[config.mk]
export PLATFORM = sky130hd
export DESIGN_NAME = bee_div
export DESIGN_NICKNAME = d
export VERILOG_FILES = /design/src/design/bee_div.sv
export SDC_FILE = /design/constraint.sdc
export NUM_CORES = 1
export LEC_CHECK = 0
export ABC_AREA = 0
export BUFFER_PORTS_ARGS = -buffer_cell sky130_fd_sc_hd__buf_2
export CAP_MARGIN = 5
export CORE_UTILIZATION = 45
export CTS_BUF_LIST = sky130_fd_sc_hd__clkbuf_4 sky130_fd_sc_hd__clkbuf_8
export DETAILED_ROUTE_END_ITERATION = 16
export PLACE_DENSITY = 0.71
export SYNTH_ARGS = -nofsm -noshare
export SYNTH_HDL_FRONTEND = slang
export SYNTH_SLANG_ARGS = --single-unit
[constraint.sdc]
create_clock -name clk -period 6.7 [get_ports clk]
set_input_delay 1.005 -clock clk [delete_from_list [all_inputs] [get_ports clk]]
set_output_delay 1.005 -clock clk [all_outputs]
set_load 0.02 [all_outputs]
[src/design/bee_div.sv]
`default_nettype none
// ----------------------------------------------------------------------------
// bee_div
// restoring divider, one quotient bit per cycle
// ----------------------------------------------------------------------------
module bee_div #(
  parameter int DW = 55,
  parameter int NW = 21
) (
  input  wire logic          clk,
  input  wire logic          rst,
  input  wire logic          start,
  input  wire logic [DW-1:0] dividend,
  input  wire logic [NW-1:0] divisor,
  output logic               done,
  output logic [DW-1:0]      quotient
);
  localparam int CW = $clog2(DW + 1);

  logic [NW-1:0] rem;
  logic [NW-1:0] dvs;
  logic [CW-1:0] cnt;
  logic          busy;
  logic [NW:0]   trial;

  assign trial = {rem, quotient[DW-1]};

  always_ff @(posedge clk) begin
    if (rst) begin
      busy <= 1'b0;
      done <= 1'b0;
      cnt  <= '0;
    end else begin
      done <= 1'b0;
      if (start) begin
        busy <= 1'b1;
        cnt  <= CW'(DW);
      end else if (busy) begin
        cnt <= cnt - 1'b1;
        if (cnt == CW'(1)) begin
          busy <= 1'b0;
          done <= 1'b1;
        end
      end
    end
    if (start) begin
      rem      <= '0;
      dvs      <= divisor;
      quotient <= dividend;
    end else if (busy) begin
      if (trial >= {1'b0, dvs}) begin
        rem      <= NW'(trial - {1'b0, dvs});
        quotient <= {quotient[DW-2:0], 1'b1};
      end else begin
        rem      <= trial[NW-1:0];
        quotient <= {quotient[DW-2:0], 1'b0};
      end
    end
  end

endmodule
`default_nettype wire
; ---- Yosys cells after proc, flatten, opt, wreduce, memory -nomap -nowiden
; Index checks and enable logic that the tools add are counted.
[totals]
register_bits = 105
out_inout_bits = 56
[op_classes]
n_addsub = 2
magnitude_cmp = 1
n_eq_ne = 1
mux = 10
bitwise_logic = 1
reduce_logical = 3
[op_table]
columns = operator, count
row1 = $mux 55, 2
row2 = $ge 22x21->1, 1
row3 = $mux 21, 1
row4 = $sub 21x21->21, 1
row5 = $mux 6, 2
row6 = $eq 6x1->1 const B, 1
row7 = $sub 6x1->6 const B, 1
row8 = $mux 1, 5
row9 = $reduce_or 3->1, 1
row10 = $reduce_bool 2->1, 1
row11 = $reduce_or 2->1, 1
row12 = $not 1->1, 1

; ---- Longest topological paths before layout
[logic_depth]
word_depth = 4
ltp_mapped = 13
depth_no_buf = 11

; ---- Worst setup path after synthesis
; No wires, ideal clock.
[synth_timing]
kind = input-to-reg
start = input start
end = register quotient[0] (enable)
setup_ns = 0.409
arrival_time_ns = 2.799
t_required_ns = 6.291
path_slack_ns = 3.492
cell_stages = 4
cell_sequence = clkbuf_1 > clkbuf_1 > nor2_1 > inv_1
[synth_via]
elab_chain_cells = 1
[synth_lines]
columns = element, line_no
row1 = from (decl), 12  ; input wire logic start,
row2 = $reduce_bool 2->1 (no source line), --
row3 = to (signal assigned), 49  ; quotient <= dividend;
row4 = to (signal assigned), 53  ; quotient <= {quotient[DW-2:0], 1'b1};
row5 = to (signal assigned), 56  ; quotient <= {quotient[DW-2:0], 1'b0};
row6 = to (decl), 16  ; output logic [DW-1:0] quotient
; Every way passes these cells.
; A chain may end at the register's enable or synchronous reset.

; ---- Worst setup path in the final report
[layout_timing]
start = register quotient[54]
end = register rem[0]
[layout_via]
elab_chain_cells = 2
[layout_lines]
columns = element, line_no
row1 = $sub 21x21->21 or $ge 22x21->1 (tied branches), "52, 51"
row2 = $mux 21 *, 51  ; if (trial >= {1'b0, dvs}) begin
row3 = to (signal assigned), 52  ; rem <= NW'(trial - {1'b0, dvs});
row4 = to (signal assigned), 55  ; rem <= trial[NW-1:0];
row5 = to (decl), 20  ; logic [NW-1:0] rem;
; Mark *: on every way between the ends. The rest lies on a longest branch, timed or not.

==> key figures <==
Outcome
  – Status: completed

Placement
  – GP Congestion: 0.881
  – Dpl hpwl: 8.85 mm
  – Placed cells: 723
  – PortBufs: 134

Synth
  – Most common library cells after synthesis: 76 x edfxtp_1, 54 x mux2_2, 38 x nor2_1, 29 x dfxtp_1, 28 x inv_1
  – Post-synth EDFFs: 76
  – Synth Area in Compound Gates: 13.2%
  – Netlist cell types: 52
  – Synth Flop Type: edfxtp_1
  – Average size of a mapped cell: 11.7 sq um
  – Sequential area share after synthesis: 52.3%
  – Ranking of synthesized cells by area: edfxtp_1 42%, mux2_2 11%, dfxtp_1 11%, ha_1 5.3%, nor2_1 2.6%
  – Area leader, netlist: edfxtp_1
  – Post-Synth Simple-Gate Area: 7.76%
  – Asr flop ratio synth: 0%
  – Synth top area share: 41.7%
  – Synthesized net count: 570
  – Mux cell area share after synthesis: 13.9%
  – Flops & latches, synth: 105
  – Yosys warns: 0
  – Cells after Synth: 467
  – Mapped Area: 5470 sq um
  – Largest family of logic cells by synthesized area: multiplexers
  – Adder-cell area share of the yosys netlist: 5.63%
  – Synth Area in XOR/XNOR: 3.36%
  – Most frequent cell after synthesis: edfxtp_1

Routing
  – Routed Antenna Nets: 0
  – Detailed-route via count: 4069
  – Initial DRC Count: 230
  – Drt drc: 0
  – Routed wire length per instance: 16.5 um
  – Vias/cell: 5.50
  – Post-Route WL: 12.2 mm
  – DRT Pass-1 Iters: 5

Pwr
  – LEAKAGE: 2.82 nW
  – P per Cell Area: 236 nW/um^2
  – Peak supply drop: 0.172 mV

STA
  – Worst Skew: 13.7 ps
  – Slew Viols, Final: 0
  – Final period util: 50.1%
  – Final count of hold timing violations: 0
  – Total negative slack: 0 ps
  – Max transition margin: 23.6%
  – RSZ-0062 raised after global routing: false
  – Crit path time final: 3360 ps
  – Final count of negative-setup-slack endpoints: 0
  – Max Freq: 0.298 GHz
  – Slew @ Worst Pin: 1140 ps

Clock tree
  – Post-cts resize count: 0
  – Number of buffers created by CTS: 9
  – H-tree depth: 3
  – Post-CTS setup buffers: 0
  – Clk buf depth: 2
  – CTS tree: yes
  – Clk_lat worst skew: 380 ps
  – CTS Hold Bufs: 0
  – Clock root cell: clkbuf_8
  – Clk sinks: 105
  – Reg clk slew, reported paths: 100 ps

Global route
  – Initial antenna violation count: 0
  – First-pass GRT wire length: 20.1 mm
  – Largest net degree at the start of global routing: 61
  – GRT overflow: 0
  – Vias in the first global route: 4237
  – GR Util All Layers: 20.4%

Worst setup path
  – RR Endpoint: rem[0]
  – CP required: 6990 ps
  – CP Class: reg2reg
  – CP arrival: 3640 ps
  – Reg-to-reg setup timing slack: 3340 ps
  – CP max-delay cell: a31oi_2
  – CP max stage delay: 520 ps
  – Reg2Reg Launch Point: quotient[54]
  – Setup crit start: quotient[54]
  – Crit. End Element: flop
  – Maximum fanout along the worst path: 18
  – Critical path, cell by cell: inv_1 > ha_1 > inv_1 > fa_1 > a211o_1 > a21oi_2 > a2111o_1 > nand2_1 > a31oi_2 > buf_4 > nand2_1 > a311oi_1
  – Setup crit start kind: flop
  – R2R cell count: 12

Floorplan
  – Top Ports: 135
  – Die span in y: 112 um
  – Starting Density: 47.1%
  – Die area: 12600 sq um
  – Chip width: 112 um
  – Core box area: 11600 sq um
  – Number of cell rows: 39

Finish
  – Net count, final: 694
  – Synth-to-layout area growth: 17.6%
  – Fin cells: 740
  – Fill cells: 1009
  – Layout cells sized above 1: 36.6%

Worst hold path
  – Hold path cells: 2
  – Worst hold path startpoint: rem[17]
  – HP Class: reg2reg
  – Hold Path End: rem[17]

Run
  – Max-Cap Viols: 0
through the flow:
stage,util (%),setup slack (ps),cell area (sq um),hold slack [ps],total power [W]
4_1_cts,55.3,3310,6430,496,0.00153
3_3_place_gp,53.7,3530,6240,474,0.00114
6_report,55.4,3340,6430,495,0.00152
5_1_grt,55.3,3060,6430,513,0.00159
2_1_floorplan,-,3490,5470,452,0.00104
3_5_place_dp,53.7,3380,6240,480,0.00115
critical path, delay by kind of cell, from the launching register on:
| kind | cells | cell delay [ps] |
|---|---|---|
| buffers and inverters | 3 | 520 |
| flip-flops | 1 | 410 |
| AO/OA/AOI/OAI | 5 | 1540 |
| AND/OR/NAND/NOR | 2 | 170 |
| adder cells (fa/ha/maj) | 2 | 600 |
report_power, final:
group	internal [W]	switching, W	leakage (nW)
logic	0.000141	0.000198	1.73
registers	0.000765	0.0000312	0.997
clock network	0.000158	0.000227	0.0920
per-layer routing:
metal / up-vias / share of wire (%) / track usage, %
met1: 1928 / 43 / 24.5
met5: - / 0 / 0
li1: 1987 / - / -
met2: 134 / 47 / 33.7
met3: 20 / 7.9 / 7.34
met4: 0 / 2.1 / 7.64
registers in the layout (all words and copies together) (netlist names):
register and count:
dvs 21, cnt 6, rem 21, busy 1, done 1, quotient 55
cell usage in the layout (no fill, tap or decap), types with 3 or more instances in the layout:
cell      netlist  final
clkbuf_8        0     10
a211oi_1       15     15
a32oi_1         4      4
nor3_1          8      8
o31ai_1         6      6
inv_1          28     27
a21o_1          7      7
buf_4           1      4
xnor2_1        13     13
nor2_1         38     38
buf_2           2    133
mux2i_1        14     14
ha_1           23     23
a31oi_1         5      5
xor2_1          8      8
and3_1          4      4
nand2_1        22     22
mux2_2         54     54
dfxtp_1        29     29
edfxtp_1       76     76
or2_2           4      4
o21ai_0        15     15
a21oi_1        18     18
a211o_1         6      6
nand3_1         7      7
nor2b_1         3      3
o21a_1          4      4
layout make-up:
type	count	area [sq um]	share of cell area (%)
tap	143	179	2.78
antenna	1	2.50	0.0389
multi-input combinational	310	2400	37.3
inverter	28	105	1.63
clock inverter	4	35.0	0.545
timing repair buffer	137	696	10.8
sequential	105	2860	44.5
clock buffer	12	153	2.37
cells by family (layout without fill, tap and decap cells):
kind of cell             after synthesis  after routing
adder cells (fa/ha/maj)               24             24
XOR/XNOR                              21             21
flip-flops                           105            105
other                                  0              1
buffers and inverters                 52            181
AO/OA/AOI/OAI                        102            102
AND/OR/NAND/NOR                       94             94
multiplexers                          69             69
worst max-delay path by stage:
stage                  end  slack (ps)  cells after the start
2_1_floorplan  quotient[0]        3490                      4
3_3_place_gp        rem[1]        3530                     12
3_5_place_dp        rem[0]        3380                     12
4_1_cts             rem[0]        3310                     12
5_1_grt             rem[0]        3060                     12
6_report            rem[0]        3340                     12
Note: power is estimated with default switching activity, not from simulation.
