## config.mk

```make
export PLATFORM = sky130hd
export DESIGN_NAME = bee_log2
export DESIGN_NICKNAME = d
export VERILOG_FILES = /design/src/design/bee_pkg.sv /design/src/design/bee_log2.sv
export SDC_FILE = /design/constraint.sdc
export NUM_CORES = 1
export LEC_CHECK = 0
export BUFFER_PORTS_ARGS = -buffer_cell sky130_fd_sc_hd__clkbuf_2
export CORE_MARGIN = 4
export CORE_UTILIZATION = 45
export CTS_CLUSTER_SIZE = 28
export DETAILED_ROUTE_END_ITERATION = 8
export MAX_ROUTING_LAYER = met4
export PLACE_DENSITY = 0.64
export SLEW_MARGIN = 10
export SYNTH_ARGS = -nofsm -noshare
export SYNTH_HDL_FRONTEND = slang
export SYNTH_SLANG_ARGS = --single-unit
```

## constraint.sdc

```tcl
create_clock -name clk -period 14.05 [get_ports clk]
set_input_delay 2.81 -clock clk [delete_from_list [all_inputs] [get_ports clk]]
set_output_delay 2.81 -clock clk [all_outputs]
set_load 0.005 [all_outputs]
```

## src/design/bee_pkg.sv

```systemverilog
`default_nettype none
// ----------------------------------------------------------------------------
// bee_pkg
// shared constants, types and the log2 segment table of the entropy block
// ----------------------------------------------------------------------------
package bee_pkg;

  localparam int COUNT_BITS_DEF = 20;
  localparam int FRAC_BITS_DEF  = 12;
  localparam int NUM_BINS       = 256;
  localparam int BIN_IDX_W      = 8;
  localparam int LOG_FRAC       = 16;
  localparam int MANT_BITS      = 40;
  localparam int SEG_BITS       = 4;
  localparam int REM_BITS       = MANT_BITS - SEG_BITS;
  localparam int TAB_W          = 17;
  localparam int DATA_W         = 8;
  localparam int ENTROPY_W      = 16;
  localparam int BYTE_COUNT_W   = 21;
  localparam int THRESH_W       = 16;

  // tag travelling with a sweep item
  typedef struct packed {
    logic vld;
    logic is_total;
  } sweep_tag_t;

  // log2(1 + i/16), 16 fraction bits
  function automatic logic [TAB_W-1:0] log_tab(input logic [SEG_BITS:0] i);
    logic [TAB_W-1:0] v;
    begin
      case (i)
        5'd0:    v = 17'd0;
        5'd1:    v = 17'd5732;
        5'd2:    v = 17'd11136;
        5'd3:    v = 17'd16248;
        5'd4:    v = 17'd21098;
        5'd5:    v = 17'd25711;
        5'd6:    v = 17'd30109;
        5'd7:    v = 17'd34312;
        5'd8:    v = 17'd38336;
        5'd9:    v = 17'd42196;
        5'd10:   v = 17'd45904;
        5'd11:   v = 17'd49472;
        5'd12:   v = 17'd52911;
        5'd13:   v = 17'd56229;
        5'd14:   v = 17'd59434;
        5'd15:   v = 17'd62534;
        5'd16:   v = 17'd65536;
        default: v = 17'd0;
      endcase
      return v;
    end
  endfunction

endpackage
`default_nettype wire

```

## src/design/bee_log2.sv

```systemverilog
`default_nettype none
// ----------------------------------------------------------------------------
// bee_log2
// three stage log2: leading one, table plus interpolation, final sum
// ----------------------------------------------------------------------------
module bee_log2 #(
  parameter int XW = 21
) (
  input  wire logic                 clk,
  input  wire logic                 rst,
  input  wire bee_pkg::sweep_tag_t  in_tag,
  input  wire logic [XW-1:0]        x,
  output bee_pkg::sweep_tag_t       out_tag,
  output logic [XW-1:0]             out_x,
  output logic [bee_pkg::LOG_FRAC+$clog2(XW+1)-1:0] log_val
);
  import bee_pkg::*;

  localparam int EW = $clog2(XW);
  localparam int LW = LOG_FRAC + $clog2(XW + 1);
  localparam int PW = TAB_W + REM_BITS;

  sweep_tag_t          tag1, tag2;
  logic [XW-1:0]       x1, x2;
  logic [EW-1:0]       e1, e2;
  logic [EW-1:0]       e_enc;
  logic [XW+MANT_BITS-1:0] shifted;
  logic [MANT_BITS-1:0]    mant;
  logic [SEG_BITS-1:0]     idx;
  logic [TAB_W-1:0]    lo, hi, lo2;
  logic [PW-1:0]       prod2;

  // leading one
  always_comb begin
    e_enc = '0;
    for (int i = 0; i < XW; i++) begin
      if (x[i]) e_enc = EW'(i);
    end
  end

  always_comb begin
    shifted = {{MANT_BITS{1'b0}}, x1} << (7'(MANT_BITS) - 7'(e1));
    mant    = shifted[MANT_BITS-1:0];
    idx     = mant[MANT_BITS-1 -: SEG_BITS];
    lo      = log_tab({1'b0, idx});
    hi      = log_tab({1'b0, idx} + 5'd1);
  end

  always_ff @(posedge clk) begin
    if (rst) begin
      tag1    <= '0;
      tag2    <= '0;
      out_tag <= '0;
    end else begin
      tag1    <= in_tag;
      tag2    <= tag1;
      out_tag <= tag2;
    end
    x1      <= x;
    e1      <= e_enc;
    x2      <= x1;
    e2      <= e1;
    lo2     <= lo;
    prod2   <= PW'(hi - lo) * PW'(mant[REM_BITS-1:0]);
    out_x   <= x2;
    log_val <= LW'({e2, {LOG_FRAC{1'b0}}}) + LW'(lo2) + LW'(prod2[PW-1:REM_BITS]);
  end

endmodule
`default_nettype wire

```

After elaboration in Yosys (flattened, before gate mapping)
Memories as Yosys holds them, arrays and structs flattened.
Cells that the tools add are included.
- $add $sub $neg: 5
- multipliers: 1
- shift-type cells: 1
- multiplexer cells: 19
- reduce and logical (&&, ||, !) cells: 1
- operators by type and width (kind ; number):
    $mux W5 ; 14
    $mul A18 B37 Y53 ; 1
    $add A21 B17 Y21 ; 2
    $shl A21 B7 Y40 ; 1
    $sub A17 B17 Y18 ; 1
    $mux W3 ; 4
    $sub A6 B5 Y7 const A ; 1
    $add A4 B1 Y5 const B ; 1
    $reduce_or A5 Y1 ; 1
    $mux W1 ; 1
- register bits: 170
- bits in read-only memories: 800
- bits of input ports: 25
- output and inout bits: 44
- memories kept: 2
- memory list (memory ; words ; bits a word ; read ports ; clocked after Yosys merged registers in ; wr ports ; RTL line ; source):
    (no name shown) ; 32 ; 17 ; 1 ; 0 ; 0 ; bee_pkg.sv:32 ; case (i)
    (no name shown) ; 16 ; 16 ; 1 ; 0 ; 0 ; bee_pkg.sv:32 ;

Depth between registers and ports, before layout
Gate-level depths: netlist (run 1).
- depth in word-level cells: 19
- depth in mapped cells: 53
- gate-level depth less buffers: 44

Least setup slack after synthesis (run 1)
Ideal clock, no wire load.
- path type: register -> register
- from: reg e1[0]
- to: reg prod2[51]
- setup time: 0.072 ns
- arrival: 12.038 ns
- data required time: 13.978 ns
- path slack: 1.940 ns
- cell stages (with the launch flop): 51
- buffers on the path: 8
- clock period less this slack: 12.110 ns
- cells stage by stage: dfxtp_1 buf_4 buf_6 buf_2 inv_1 ha_1 o21bai_1 a211oi_1 or2_2 clkbuf_1 a22o_1 clkbuf_1 ha_1 inv_1 ha_1 clkbuf_1 clkbuf_1 nor2_1 [... 15 more ...] inv_1 fa_1 fa_1 fa_1 fa_1 inv_1 fa_1 inv_1 ha_1 nand4_1 nor4_1 o2111ai_1 a211oi_1 o31ai_1 a211oi_1 nor3_1 nor3_1 xor2_1
- cells in the longest elaborated chain, start to end: 6
- elaborated cells on any way between the ends: 7
- those cells by class: add/sub: 3; mul: 1; shift: 1; memory: 2
- ends and longest elaborated chain (what ; RTL line ; source):
    start, declared ; bee_log2.sv:25 ; logic [EW-1:0] e1, e2;
    start signal, assigned ; bee_log2.sv:60 ; e1 <= e_enc;
    $sub A6 B5 Y7 (*) ; bee_log2.sv:42 ; shifted = {{MANT_BITS{1'b0}}, x1} << (7'(MANT_BITS) - 7'(e1));
    $shl A21 B7 Y40 (*) ; bee_log2.sv:42 ;
    $add A4 B1 Y5 ; bee_log2.sv:46 ; hi = log_tab({1'b0, idx} + 5'd1);
    $mem_v2 Z32 W17 ; -- ;
    $sub A17 B17 Y18 ; bee_log2.sv:64 ; prod2 <= PW'(hi - lo) * PW'(mant[REM_BITS-1:0]);
    $mul A18 B37 Y53 (*) ; bee_log2.sv:64 ;
    end signal, assigned ; bee_log2.sv:64 ;
    end, declared ; bee_log2.sv:31 ; logic [PW-1:0] prod2;
Mark *: on every way between the ends. The rest lies on a longest branch, timed or not.
A chain may end at the register's enable or synchronous reset.

Final worst setup path (run 1)
- from: reg e1[1]
- to: reg prod2[38]
The elaborated chain is that of the path after synthesis.

==> flow_metrics.tcl, run 1 <==
set metrics [dict create \
    die_w_um 249.1 \
    avgRoutedWirePerCell_um 17.26 \
    n_antenna_cell 0 \
    yosys_most_used_dff "dfxtp_1" \
    final.min_clock_period_ps 13210 \
    period_share 0.9400 \
    dieArea_um2 62060 \
    numCtsBuffers 17 \
    crit_top_cell "fa_1" \
    clock_latency_ps 450 \
    fill_cells 5526 \
    grt_usage 0.2283 \
    multi_input_area_um2 20680 \
    grt_pass1_vias 21220 \
    fp-row-count 88 \
    gp_congestion 0.9389 \
    layout.area.seq_um2 2663 \
    ant_nets 0 \
    final_hold_viol_count 0 \
    root_buffer "clkbuf_16" \
    clk_pin_slew_ps 70 \
    firstDrtPassIters 7 \
    worstPathMaxFanout 21 \
    maxSlewHeadroom 0.2682 \
    async_flop_share 0 \
    ys_top_cells_by_area "fa_1, inv_1, dfxtp_1" \
    drt_first_iter_violations 1310 \
    cts_sinks 133 \
    synth-seq-cells 133 \
    path_class "reg2reg" \
    tightest_slew_ps 1092 \
    status "finished with violations" \
    fp.dieH_um 249.1 \
    final_nets 3852 \
    critPathLaunchType "flip-flop" \
    cts_tree "built" \
    grt_first_pass_wirelength_um 111300 \
    overflow 0 \
    final_core_util 0.4947 \
    synth_top_cell_area_share 0.4170 \
    yosys.area.top_type "fa_1" \
    synthCells 2992 \
    drt-total-wl_um 66660 \
    design.core.area_um2 57590 \
    final_cells 3863 \
    dr_total_vias 19910 \
    critPathMaxStageDelay_ps 880 \
    netlist_top_cells_count "inv_1, fa_1, nand2_1" \
    postCtsSetupRepairBufs 0 \
    place_inst 3831 \
    synth_cell_types 77 \
    setup_viol 0 \
    start_util 0.4543 \
    min_path_type "reg2reg" \
    crit_arrival_ps 13540 \
    crit_slowest_cell "a2111oi_1" \
    cts_buffer_depth 2 \
    antenna_found_initial 0 \
    drc 1 \
    rsz0062_at_grt "false" \
    ys_seq_area_frac 0.1018 \
    fin_tns_setup_ps 0 \
    hpwlAfterDp_um 53680 \
    clock.fmax_mhz 75.72 \
    io_pins 69 \
    yosysMostFrequentCell "inv_1" \
    synth_area_um2 26160 \
    violations "design-rule violations" \
    post_synth.cell_area_avg_um2 8.744 \
    slew_violations 0 \
    fin_skew_ps 18.84 \
    io_buffers 68 \
    vias_per_cell 5.155 \
    htree_num_levels 4 \
    worstPathRequired_ps 14380 \
    synth_edf_count 0 \
    grt_max_degree 33 \
    area_growth_pct 8.896 \
    yosysWarnings 0 \
    worst_setup_path_end_kind "flip-flop" \
    drive_gt1_frac 0.07715 \
    drv_cap 0 \
]
==> timing repair <==
| item | CTS | global route |
|---|---|---|
| endpoints found under the setup margin | 0 | 17 |
| gates resized for setup | 0 | 9 |
| hold buffers | 0 | 0 |
==> worst max-delay path: cells and delay by family, from the launching register on <==
kind / cells / cell delay (ps)
adders and majority gates: 11 / 4590
AOI/OAI and AO/OA: 14 / 4580
muxes: 3 / 760
buffers and inverters: 8 / 1370
and+or+nand+nor: 6 / 1380
DFF: 1 / 420
==> final cells by class <==
class,count,share of cell area
clock buffers,18,0.01506
clock inverters,14,0.004085
inverters,735,0.09684
multi-input cells,2058,0.7260
flip-flops and latches,133,0.09346
well taps,765,0.03360
repair buffers,140,0.03092
==> flip-flops by register name, summed over array words and instances, names as in the netlist <==
register,cells
out_x,21
out_tag,2
x1,21
e1,5
prod2,17
lo2,16
e2,5
log_val,21
tag1,2
x2,21
tag2,2
==> per-layer routing <==
layer,vias to the layer above,wire [um],GRT usage
met5,-,0,-
met4,0,1741,0.05531
met1,10070,28880,0.3058
met2,663,31600,0.3725
met3,117,4444,0.03101
li1,9060,-,-
==> metrics by stage <==
stage,instance area (um2),hold WS [ps],worst slack [ps]
2_1_floorplan,26400,309.6,1940
3_3_place_gp,27890,309.6,188.1
3_5_place_dp,27890,312.1,50.87
4_1_cts,28430,322.9,11.06
5_1_grt,28490,332.7,35.58
6_report,28490,319.9,843.4
==> cells by family after synthesis <==
kind of cell             after synthesis  synth area share
buffers and inverters                864            0.1254
XOR/XNOR                              60           0.02066
AO/OA/AOI/OAI                        274           0.06768
other                                  2         0.0002871
adder cells (fa/ha/maj)              742            0.5113
multiplexers                          39           0.02420
AND/OR/NAND/NOR                      878            0.1488
flip-flops                           133            0.1018
==> path summary, 6_finish.rpt <==
check / from / end / slack [ps] / cells after the start
max: e1[1]$_SDFF_PP0_ / prod2[38]$_DFF_P_ / 840 / 42
min: x2[4]$_DFF_P_ / out_x[4]$_DFF_P_ / 320 / 0
max reg2reg: e1[1]$_SDFF_PP0_ / prod2[38]$_DFF_P_ / 840 / 42
min reg2reg: x2[4]$_DFF_P_ / out_x[4]$_DFF_P_ / 320 / 0
==> placed cells by master, fill, tap and decap left out, drive strengths merged, types with 12 or more instances in the layout <==
cell type / netlist / routed
dfxtp: 133 / 133
a21o: 24 / 24
nor2: 133 / 133
xor2: 15 / 15
nor2b: 17 / 17
nor3: 38 / 38
o21ai: 56 / 56
xnor2: 45 / 45
nand2b: 35 / 35
ha: 197 / 197
fa: 545 / 545
nand3: 16 / 16
mux4: 19 / 19
a21oi: 79 / 79
nand2: 497 / 497
o22ai: 12 / 12
buf: 18 / 72
clkbuf: 111 / 86
and3: 13 / 13
inv: 733 / 741
mux2i: 16 / 16
a211oi: 12 / 12
or3: 12 / 12
and2: 82 / 82
conb: 2 / 65
or2: 12 / 12
Power of run 1 is left out: the tool's default activity adds up to more than one toggle a clock period on the data nets, which glitch-free logic cannot reach.
==> inputs of run 2 (changes only) <==
Settings changed: CORE_ASPECT_RATIO set to 1.5, CORE_UTILIZATION 45 to 40, PLACE_DENSITY 0.64 to 0.58.
==> run 2 against run 1 <==
  * The run now ends clean
  * Final area rose by 0.62%
  * Final cell count rose by 2.7%
  * Clock skew fell by 5.6 ps
  * Largest cell class unchanged
==> flow_metrics.tcl, run 2 (synthesis gave the netlist of run 1 again) <==
set metrics [dict create \
    status "complete, no violations" \
    cts_tree "built" \
    grt_usage 0.2270 \
    fp.dieH_um 321.2 \
    endpoint "prod2[38]$_DFF_P_" \
    gp_congestion 0.9356 \
    grt_first_pass_wirelength_um 118300 \
    vias_per_cell 5.055 \
    fill_cells 6507 \
    drive_gt1_frac 0.07620 \
    worst_setup_path_end_kind "flip-flop" \
    layout_commonest_cell "inv_1" \
    period_share 0.9216 \
    drv_cap 0 \
    path_buf_inv 9 \
    crit_slowest_cell "a2111oi_0" \
    overflow 0 \
    io_pins 69 \
    antenna_found_initial 0 \
    clk_pin_slew_ps 70 \
    hold_slack_ps 316.3 \
    maxSlewHeadroom 0.2237 \
    rsz0062_at_grt "false" \
    r2r_setup_slack_ps 1100 \
    worstHoldPathCells 0 \
    drc 0 \
    cts_buffer_depth 2 \
    htree_num_levels 4 \
    dr_total_vias 20050 \
    cts.repair.resized 0 \
    clock.fmax_mhz 77.23 \
    place_inst 3935 \
    tightest_slew_ps 1164 \
    n_antenna_cell 0 \
    crit_start "e1[1]$_SDFF_PP0_" \
    worstPathRequired_ps 14390 \
    dieArea_um2 69640 \
    io_buffers 68 \
    slew_violations 0 \
    crit_top_cell "fa_1" \
    final.min_clock_period_ps 12950 \
    final_hold_viol_count 0 \
    cts_sinks 133 \
    grt_max_degree 33 \
    final_cells 3967 \
    worstPathMaxFanout 27 \
    rr_endpoint "prod2[38]$_DFF_P_" \
    final_cell_mix "inv_1, fa_1, nand2_1" \
    critPathLaunchType "flip-flop" \
    ant_nets 0 \
    holdBufCountCts 0 \
    clock_latency_ps 450 \
    crit_family "adder cells" \
    die_w_um 216.8 \
    start_util 0.4049 \
    fp-row-count 114 \
    avgRoutedWirePerCell_um 18.68 \
    reg2reg_from "e1[1]$_SDFF_PP0_" \
    grt_pass1_vias 21620 \
    fin_tns_setup_ps 0 \
    area_growth_pct 9.575 \
    crit_arrival_ps 13290 \
    fin_skew_ps 13.25 \
    min_path_type "reg2reg" \
    path_class "reg2reg" \
    design.core.area_um2 64610 \
    numCtsBuffers 17 \
    root_buffer "clkbuf_16" \
    firstDrtPassIters 5 \
    drt_first_iter_violations 1062 \
    postCtsSetupRepairBufs 0 \
    r2r_cells 43 \
    critPathMaxStageDelay_ps 720 \
    final_nets 3851 \
    hpwlAfterDp_um 60090 \
    cp_num_cells 43 \
    drt-total-wl_um 74090 \
    setup_viol 0 \
]
==> run 2: area by class of cell <==
cell class              instances  area [um2]  area share
clock inverters                15       198.9    0.006940
flip-flops and latches        133        2663     0.09288
multi-input cells            2058       20660      0.7207
repair buffers                139       873.3     0.03047
clock buffers                  17       425.4     0.01484
well taps                     870        1089     0.03797
inverters                     735        2759     0.09624
==> run 2: how the worst min path moves through the flow <==
stage	startpoint	to	slack, ps
final	x2[4]$_DFF_P_	out_x[4]$_DFF_P_	320
after detailed placement	x2[14]$_DFF_P_	out_x[14]$_DFF_P_	310
after global placement	x2[4]$_DFF_P_	out_x[4]$_DFF_P_	310
after CTS	x2[4]$_DFF_P_	out_x[4]$_DFF_P_	320
after global routing	x2[0]$_DFF_P_	out_x[0]$_DFF_P_	320
after floorplan	x2[0]$_DFF_P_	out_x[0]$_DFF_P_	310
==> run 2: worst register-to-register path, delay by kind of cell, from the launching register on <==
family                     cells  cell delay (ps)
AOI/OAI and AO/OA             14             4260
xor gates and xnor gates       1              440
adders and majority gates     10             4390
buffers and inverters          9             1660
DFF                            1              400
muxes                          2              500
and+or+nand+nor                7             1200
==> run 2: layer usage <==
metal / part of all wire / wire (um) / vias up / global-route usage
li1: - / - / 9067 / -
met1: 0.35 / 25700 / 10230 / 0.2344
met2: 0.56 / 41680 / 558 / 0.4377
met3: 0.040 / 2965 / 194 / 0.01777
met4: 0.050 / 3738 / 0 / 0.09799
met5: 0 / 0 / - / -
==> run 2: stage by stage <==
stage	utilization	setup WS (ps)	area [um2]
global placement	0.4337	929.7	28020
detailed placement	0.4337	744.7	28020
floorplan	-	1940	26400
CTS	0.4434	642.1	28650
global route	0.4437	178.6	28670
finish	0.4437	1102	28670
Power of run 2 is left out for the same reason.
